`src/hdl/assert_macros.svh`:
```
// ---------------------------------------------------------------------------
// Assertion macros used by bma_ctrl to check its own logic.
// ---------------------------------------------------------------------------
`ifndef ASSERT_MACROS_SVH
`define ASSERT_MACROS_SVH

// Same-cycle implication, sampled on i_clk, off while in reset.
`define ASSERT_IMPLIES(lbl, ante, cons, msg) \
    lbl: assert property (@(posedge i_clk) disable iff (!i_rst_n) (ante) |-> (cons)) \
        else $error(msg);

// Next-cycle implication, sampled on i_clk, off while in reset.
`define ASSERT_NEXT(lbl, ante, cons, msg) \
    lbl: assert property (@(posedge i_clk) disable iff (!i_rst_n) (ante) |=> (cons)) \
        else $error(msg);

`endif

```
`src/hdl/bma_pkg.sv`:
```
// ---------------------------------------------------------------------------
// bma_pkg
// Types and fixed constants of the binned mean accumulator.
// ---------------------------------------------------------------------------
package bma_pkg;

    localparam int CFG_W       = 31;
    localparam int POS_W       = 32;
    localparam int MEAN_W      = 32;
    localparam int EDGE_OUT_W  = 44;
    localparam int INDEX_OUT_W = 12;
    localparam int STEPS_W     = 6;

    localparam logic [CFG_W-1:0] BIN_WIDTH_RST = 31'd65536;

    localparam logic KIND_SAMPLE = 1'b0;
    localparam logic KIND_EMIT   = 1'b1;

    typedef enum logic [3:0] {
        S_CLEAR,
        S_IDLE,
        S_RNG,
        S_SDIV,
        S_SRD,
        S_SWR,
        S_ERD,
        S_ECHK,
        S_EDIV,
        S_EOUT
    } t_state;

    // controller to datapath
    typedef struct packed {
        logic load;
        logic clr;
        logic rng;
        logic rd_s;
        logic wr_s;
        logic rd_e;
        logic chk;
        logic out_load;
    } t_cmd;

    // datapath to controller
    typedef struct packed {
        logic clr_last;
        logic rng_ok;
        logic div_done;
        logic rem_zero;
        logic cnt_zero;
        logic out_free;
    } t_sts;

endpackage

```
`src/hdl/bma_ctrl.sv`:
```
// ---------------------------------------------------------------------------
// bma_ctrl
// Sequencer for clear pass, sample update and bin readout.
// ---------------------------------------------------------------------------
`include "assert_macros.svh"

module bma_ctrl (
    input  logic          i_clk,
    input  logic          i_rst_n,
    input  logic          i_in_valid,
    input  logic          i_in_kind,
    input  bma_pkg::t_sts i_sts,
    output logic          o_in_ready,
    output bma_pkg::t_cmd o_cmd
);
    import bma_pkg::*;

    t_state r_state, n_state;

    always_comb begin
        n_state = r_state;
        case (r_state)
            S_CLEAR: if (i_sts.clr_last) n_state = S_IDLE;
            S_IDLE: begin
                if (i_in_valid) n_state = (i_in_kind == KIND_EMIT) ? S_ERD : S_RNG;
            end
            S_RNG:   n_state = i_sts.rng_ok ? S_SDIV : S_IDLE;
            S_SDIV: begin
                if (i_sts.div_done) n_state = i_sts.rem_zero ? S_IDLE : S_SRD;
            end
            S_SRD:   n_state = S_SWR;
            S_SWR:   n_state = S_IDLE;
            S_ERD:   n_state = S_ECHK;
            S_ECHK:  n_state = i_sts.cnt_zero ? S_EOUT : S_EDIV;
            S_EDIV:  if (i_sts.div_done) n_state = S_EOUT;
            S_EOUT:  if (i_sts.out_free) n_state = S_IDLE;
            default: n_state = S_IDLE;
        endcase
    end

    always_comb begin
        o_cmd      = '0;
        o_in_ready = 1'b0;
        case (r_state)
            S_CLEAR: o_cmd.clr = 1'b1;
            S_IDLE: begin
                o_in_ready = 1'b1;
                o_cmd.load = i_in_valid;
            end
            S_RNG:   o_cmd.rng = 1'b1;
            S_SRD:   o_cmd.rd_s = 1'b1;
            S_SWR:   o_cmd.wr_s = 1'b1;
            S_ERD:   o_cmd.rd_e = 1'b1;
            S_ECHK:  o_cmd.chk = 1'b1;
            S_EOUT:  o_cmd.out_load = i_sts.out_free;
            default: o_cmd = '0;
        endcase
    end

    always_ff @(posedge i_clk) begin
        if (!i_rst_n) begin
            r_state <= S_CLEAR;
        end else begin
            r_state <= n_state;
        end
    end

    `ASSERT_NEXT(a_emit_starts_read, r_state == S_IDLE && i_in_valid && i_in_kind == KIND_EMIT, r_state == S_ERD, "emit transaction did not start a bin read")
    `ASSERT_IMPLIES(a_load_when_free, o_cmd.out_load, r_state == S_EOUT && i_sts.out_free, "result loaded outside readout or into a full register")
    `ASSERT_NEXT(a_hold_mean_div, r_state == S_EDIV && !i_sts.div_done, r_state == S_EDIV, "left mean division before it finished")

endmodule

```
`config.mk`:
```
export PLATFORM = sky130hd
export DESIGN_NAME = bma_ctrl
export DESIGN_NICKNAME = d
export VERILOG_FILES = /design/src/hdl/bma_pkg.sv /design/src/hdl/bma_ctrl.sv
export VERILOG_INCLUDE_DIRS = /design/src /design/src/hdl
export SDC_FILE = /design/constraint.sdc
export NUM_CORES = 1
export LEC_CHECK = 0
export BUFFER_PORTS_ARGS = -buffer_cell sky130_fd_sc_hd__buf_4
export CORE_AREA = 2 2 39 41
export DETAILED_ROUTE_END_ITERATION = 7
export DIE_AREA = 0 0 41 43
export PLACE_DENSITY_LB_ADDON = 0.1
export REMOVE_ABC_BUFFERS = 1
export SLEW_MARGIN = 20
export SYNTH_ARGS = -nofsm -noshare
export SYNTH_HDL_FRONTEND = slang
export SYNTH_SLANG_ARGS = --single-unit
```
`constraint.sdc`:
```
create_clock -name i_clk -period 1.2 [get_ports i_clk]
set_input_delay 0.12 -clock i_clk [delete_from_list [all_inputs] [get_ports i_clk]]
set_output_delay 0.12 -clock i_clk [all_outputs]
set_load 0.005 [all_outputs]
```
; ---- Yosys cells after proc, flatten, opt, wreduce, memory -nomap -nowiden
; Index checks and enable logic that the tools add are counted.
[classes]
eq_ne = 14
reduce_logical = 2
mux = 19
[ops]
columns = cell, n
row1 = case mux 4 bit (9 select lines), 1
row2 = 2-to-1 mux 4 bit, 5
row3 = equality test 4 x 3 -> 1 bit (second input constant), 4
row4 = 2-to-1 mux 1 bit, 10
row5 = != test 2 bit (second input constant), 5
row6 = equality test 4 x 2 -> 1 bit (second input constant), 2
row7 = equality test 4 bit (second input constant), 2
row8 = 2-to-1 mux 3 bit, 2
row9 = AND reduction 5 bit, 1
row10 = equality test 4 x 1 -> 1 bit (second input constant), 1
row11 = logical NOT 4 bit, 1
row12 = 2-to-1 mux 2 bit, 1
[totals]
word_cells = 36
out_inout_bits = 9
reg_bits = 4
in_bits = 10

; ---- Depth between registers and ports, before layout
[logic_depth]
ltp_word = 3
mapped_depth = 5
depth_no_buf = 4

; ---- Worst setup path after synthesis
; No wires, ideal clock.
[synth_path]
kind = register -> register
from = reg r_state[0]
to = reg r_state[0]
n_path_buf = 0
synth_period_minus_slack_ps = 1199
required_ps = 1128
setup_slack_ps = 1
arrival_time_ps = 1128
setup_time_ps = 72
path_stages_with_launch = 5
cell_sequence = dfxtp_1 and2b_4 a21oi_2 o311ai_4 mux2i_1
[synth_via]
elab_chain_len = 3
word_cells_on_any_way = 16
cone_classes = 13 x eq/ne / 1 x mux / 2 x reduce/logical
[synth_rtl]
columns = item, line_no
row1 = "start, declared", bma_ctrl.sv:18  ; t_state r_state, n_state;
row2 = "start signal, assigned", bma_ctrl.sv:64  ; r_state <= n_state;
row3 = equality test 4 x 2 -> 1 bit (tied with other cells), bma_ctrl.sv:22  ; case (r_state)
row4 = != test 2 bit (no line), n/a
row5 = AND reduction 5 bit (no line), n/a
; Several ways; a longest one is shown, not always the timed one.
; A chain may end at the register's enable or synchronous reset.

==> impl_metrics.env <==
export IMPL_status="finished, violations left"
export IMPL_violations="negative setup slack"
export IMPL_finalHoldViolations=0
export IMPL_viasPerCell=4.77
export IMPL_worst_setup_path_start_kind="flip-flop"
export IMPL_die_x_um=41
export IMPL_hold_buffers=0
export IMPL_post_place_ws_ns=-0.0914
export IMPL_p_sw_frac=0.383
export IMPL_whs_path_depth=2
export IMPL_p_leak_nw=0.334
export IMPL_reg2reg_slack_ns=-0.11
export IMPL_final_common_cell="buf_4"
export IMPL_clock_power_share=0.105
export IMPL_reg2reg_depth=4
export IMPL_reg_top3="r_state x4"
export IMPL_clk_transition_reported_paths_ns=0.04
export IMPL_synth_cells=48
export IMPL_cpPeakStageDelay_ns=0.35
export IMPL_syn_area_per_cell_sq_um=8.73
export IMPL_grt_max_degree=11
export IMPL_avgRoutedWirePerCell_um=12.2
export IMPL_first_pass_iters=3
export IMPL_dr_total_vias=453
export IMPL_maxSlewViolCount=0
export IMPL_fin_util=0.585
export IMPL_rsz0062_at_grt="yes"
export IMPL_detail_route_iter0_violations=7
export IMPL_worst_setup_path_end_kind="output port"
export IMPL_core_sq_mm=0.00138
export IMPL_grt_pass1_vias=452
export IMPL_antenna_found_initial=0
export IMPL_grt_first_pass_wirelength_um=1750
export IMPL_multi_input_area_sq_um=392
export IMPL_syn_to_final_growth_pct=93.1
export IMPL_nets=91
export IMPL_rr_startpoint="r_state[3]"
export IMPL_cts_max_path_buffers=2
export IMPL_place_hpwl_um=743
export IMPL_ios=19
export IMPL_comb_power_share=0.743
export IMPL_fin_cells=95
export IMPL_critPathSlowestCell="dfxtp_4"
export IMPL_critical_path_top_delay_family="simple AND/OR/NAND/NOR gates"
export IMPL_crit_start="r_state[3]"
export IMPL_dpl_instance_area_sq_um=602
export IMPL_setup_violations=12
export IMPL_post_route_period_util=1.10
export IMPL_ys_ff_latch=4
export IMPL_crit_top_cell="buf_4"
export IMPL_crit_cells=5
export IMPL_fin_worst_skew_ns=0.00527
export IMPL_maxCapViolCount=0
export IMPL_p_switching_w=0.000618
export IMPL_max_vdd_ir_drop_mv=0.958
export IMPL_period_needed_ns=1.32
export IMPL_cts_tree="built"
export IMPL_wl_um=1160
export IMPL_grt_use_total=0.145
export IMPL_power_frac_seq=0.152
export IMPL_fin_area_sq_um=810
export IMPL_power_internal_w=0.000997
export IMPL_cts_sinks=4
export IMPL_drc=0
export IMPL_p_per_area_mw_per_mm2=2000
export IMPL_die_area_sq_mm=0.00176
export IMPL_port_buffers=18
export IMPL_cts_htree_levels=1
export IMPL_synthDistinctLibCells=26
export IMPL_regArea_sq_um=92.6
export IMPL_die_h_um=43
export IMPL_setup_tns_final_ns=-0.805
export IMPL_netlist_area_sq_um=419
export IMPL_clkLatencyLatePin_ns=0.24
export IMPL_ys_warn_count=0
export IMPL_r2r_end="r_state[1]"
export IMPL_regMostFlops="r_state"
export IMPL_ant_nets=0
export IMPL_crit_required_ns=1.08
export IMPL_nFillCells=123
export IMPL_gp_congestion=0.706
export IMPL_dp_cells=88
export IMPL_drive_gt1_frac=0.734
export IMPL_antennaDiodeCount=0
export IMPL_maxSlewHeadroom=0.777
export IMPL_critPathKind="reg -> out"
export IMPL_crit_path_end="o_cmd[1]"
export IMPL_overflow=0
export IMPL_hold_class="in -> reg"
export IMPL_setup_slack_ns=-0.123
export IMPL_cp_arrival_ns=1.20
export IMPL_final_cell_mix="buf_4 (22), buf_6 (8), nand2_1 (4)"
export IMPL_largest_reg_flops=4
export IMPL_worstPathCellList="and2b_4, buf_4, nand3_4, inv_2, buf_4"
export IMPL_clock_fmax_mhz=756
export IMPL_path_buf_inv=3
export IMPL_cts_buffers=3
export IMPL_crit_fanout=6
export IMPL_rows=14
export IMPL_ys_seq_area_frac=0.191
export IMPL_worstMarginPinSlew_ns=0.333
export IMPL_initial_core_util=0.303
export IMPL_cts_root_buf="clkbuf_4"
==> area by class of cell <==
| class | count | area share |
|---|---|---|
| Inverter | 2 | 0.00927 |
| Tap cell | 16 | 0.0247 |
| Multi-Input combinational cell | 38 | 0.484 |
| Timing Repair Buffer | 32 | 0.340 |
| Clock buffer | 3 | 0.0278 |
| Sequential cell | 4 | 0.114 |
==> per-layer routing <==
metal | part of all wire | vias up | global-route usage
met5 | 0 | - | 0
li1 | - | 241 | -
met1 | 0.43 | 198 | 0.176
met3 | 0.055 | 0 | 0.0471
met4 | 0 | 0 | 0.0400
met2 | 0.52 | 14 | 0.234
==> stage by stage <==
step | hold slack, ns | power, W
floorplan | 0.271 | 0.000636
global placement | 0.414 | 0.00102
detailed placement | 0.419 | 0.00102
CTS | 0.173 | 0.00137
global route | 0.176 | 0.00175
finish | 0.174 | 0.00162
==> worst min path at each step <==
stage / to / slack (ns) / startpoint
global placement: r_state[3] / 0.41 / i_rst_n
finish: r_state[3] / 0.17 / i_rst_n
CTS: r_state[3] / 0.17 / i_rst_n
global route: r_state[3] / 0.18 / i_rst_n
detailed placement: r_state[3] / 0.42 / i_rst_n
floorplan: r_state[1] / 0.27 / i_rst_n
==> power groups by stage <==
stage	Combinational [W]	Clock, W	Sequential [W]
after floorplan	0.000364	0	0.000272
after global routing	0.00130	0.000187	0.000257
final	0.00120	0.000169	0.000246
after detailed placement	0.000812	0	0.000208
after CTS	0.000969	0.000173	0.000227
after global placement	0.000813	0	0.000210
==> cell families (layout without fill, tap and decap cells) <==
group,Yosys count,after routing,share of synthesized area
flip-flops,4,4,0.191
multiplexers,4,4,0.0955
AO/OA/AOI/OAI,8,8,0.185
AND/OR/NAND/NOR,26,26,0.397
buffers and inverters,6,37,0.131
==> what timing repair did <==
action / in CTS / in global routing
gates resized for setup: 16 / 21
gates cloned: 0 / 1
buffers inserted: 2 / 1
pin swaps: 4 / 6
endpoints found under the setup margin: 12 / 12
==> synth_stat cells <==
cell      instances  area (sq um)
o211ai_1          1          7.51
nor4b_1           1          8.76
nor2_1            2          7.51
nand4b_1          1          8.76
mux2i_1           4          40.0
nor4_1            1          6.26
a21oi_1           2          10.0
buf_6             3          33.8
a21boi_1          1          7.51
nor4b_2           1          15.0
o21bai_1          1          7.51
a21oi_2           1          8.76
a211o_2           1          10.0
nand3b_1          2          15.0
nand3_1           2          10.0
and3_2            1          7.51
nor3_1            3          15.0
clkbuf_8          1          13.8
inv_1             2          7.51
nor3b_1           1          7.51
dfxtp_1           4          80.1
nand2_1           4          15.0
o311ai_4          1          26.3
and2b_4           1          10.0
nand2b_1          5          31.3
and4_1            1          8.76
Power figures use the tool's default switching activity.
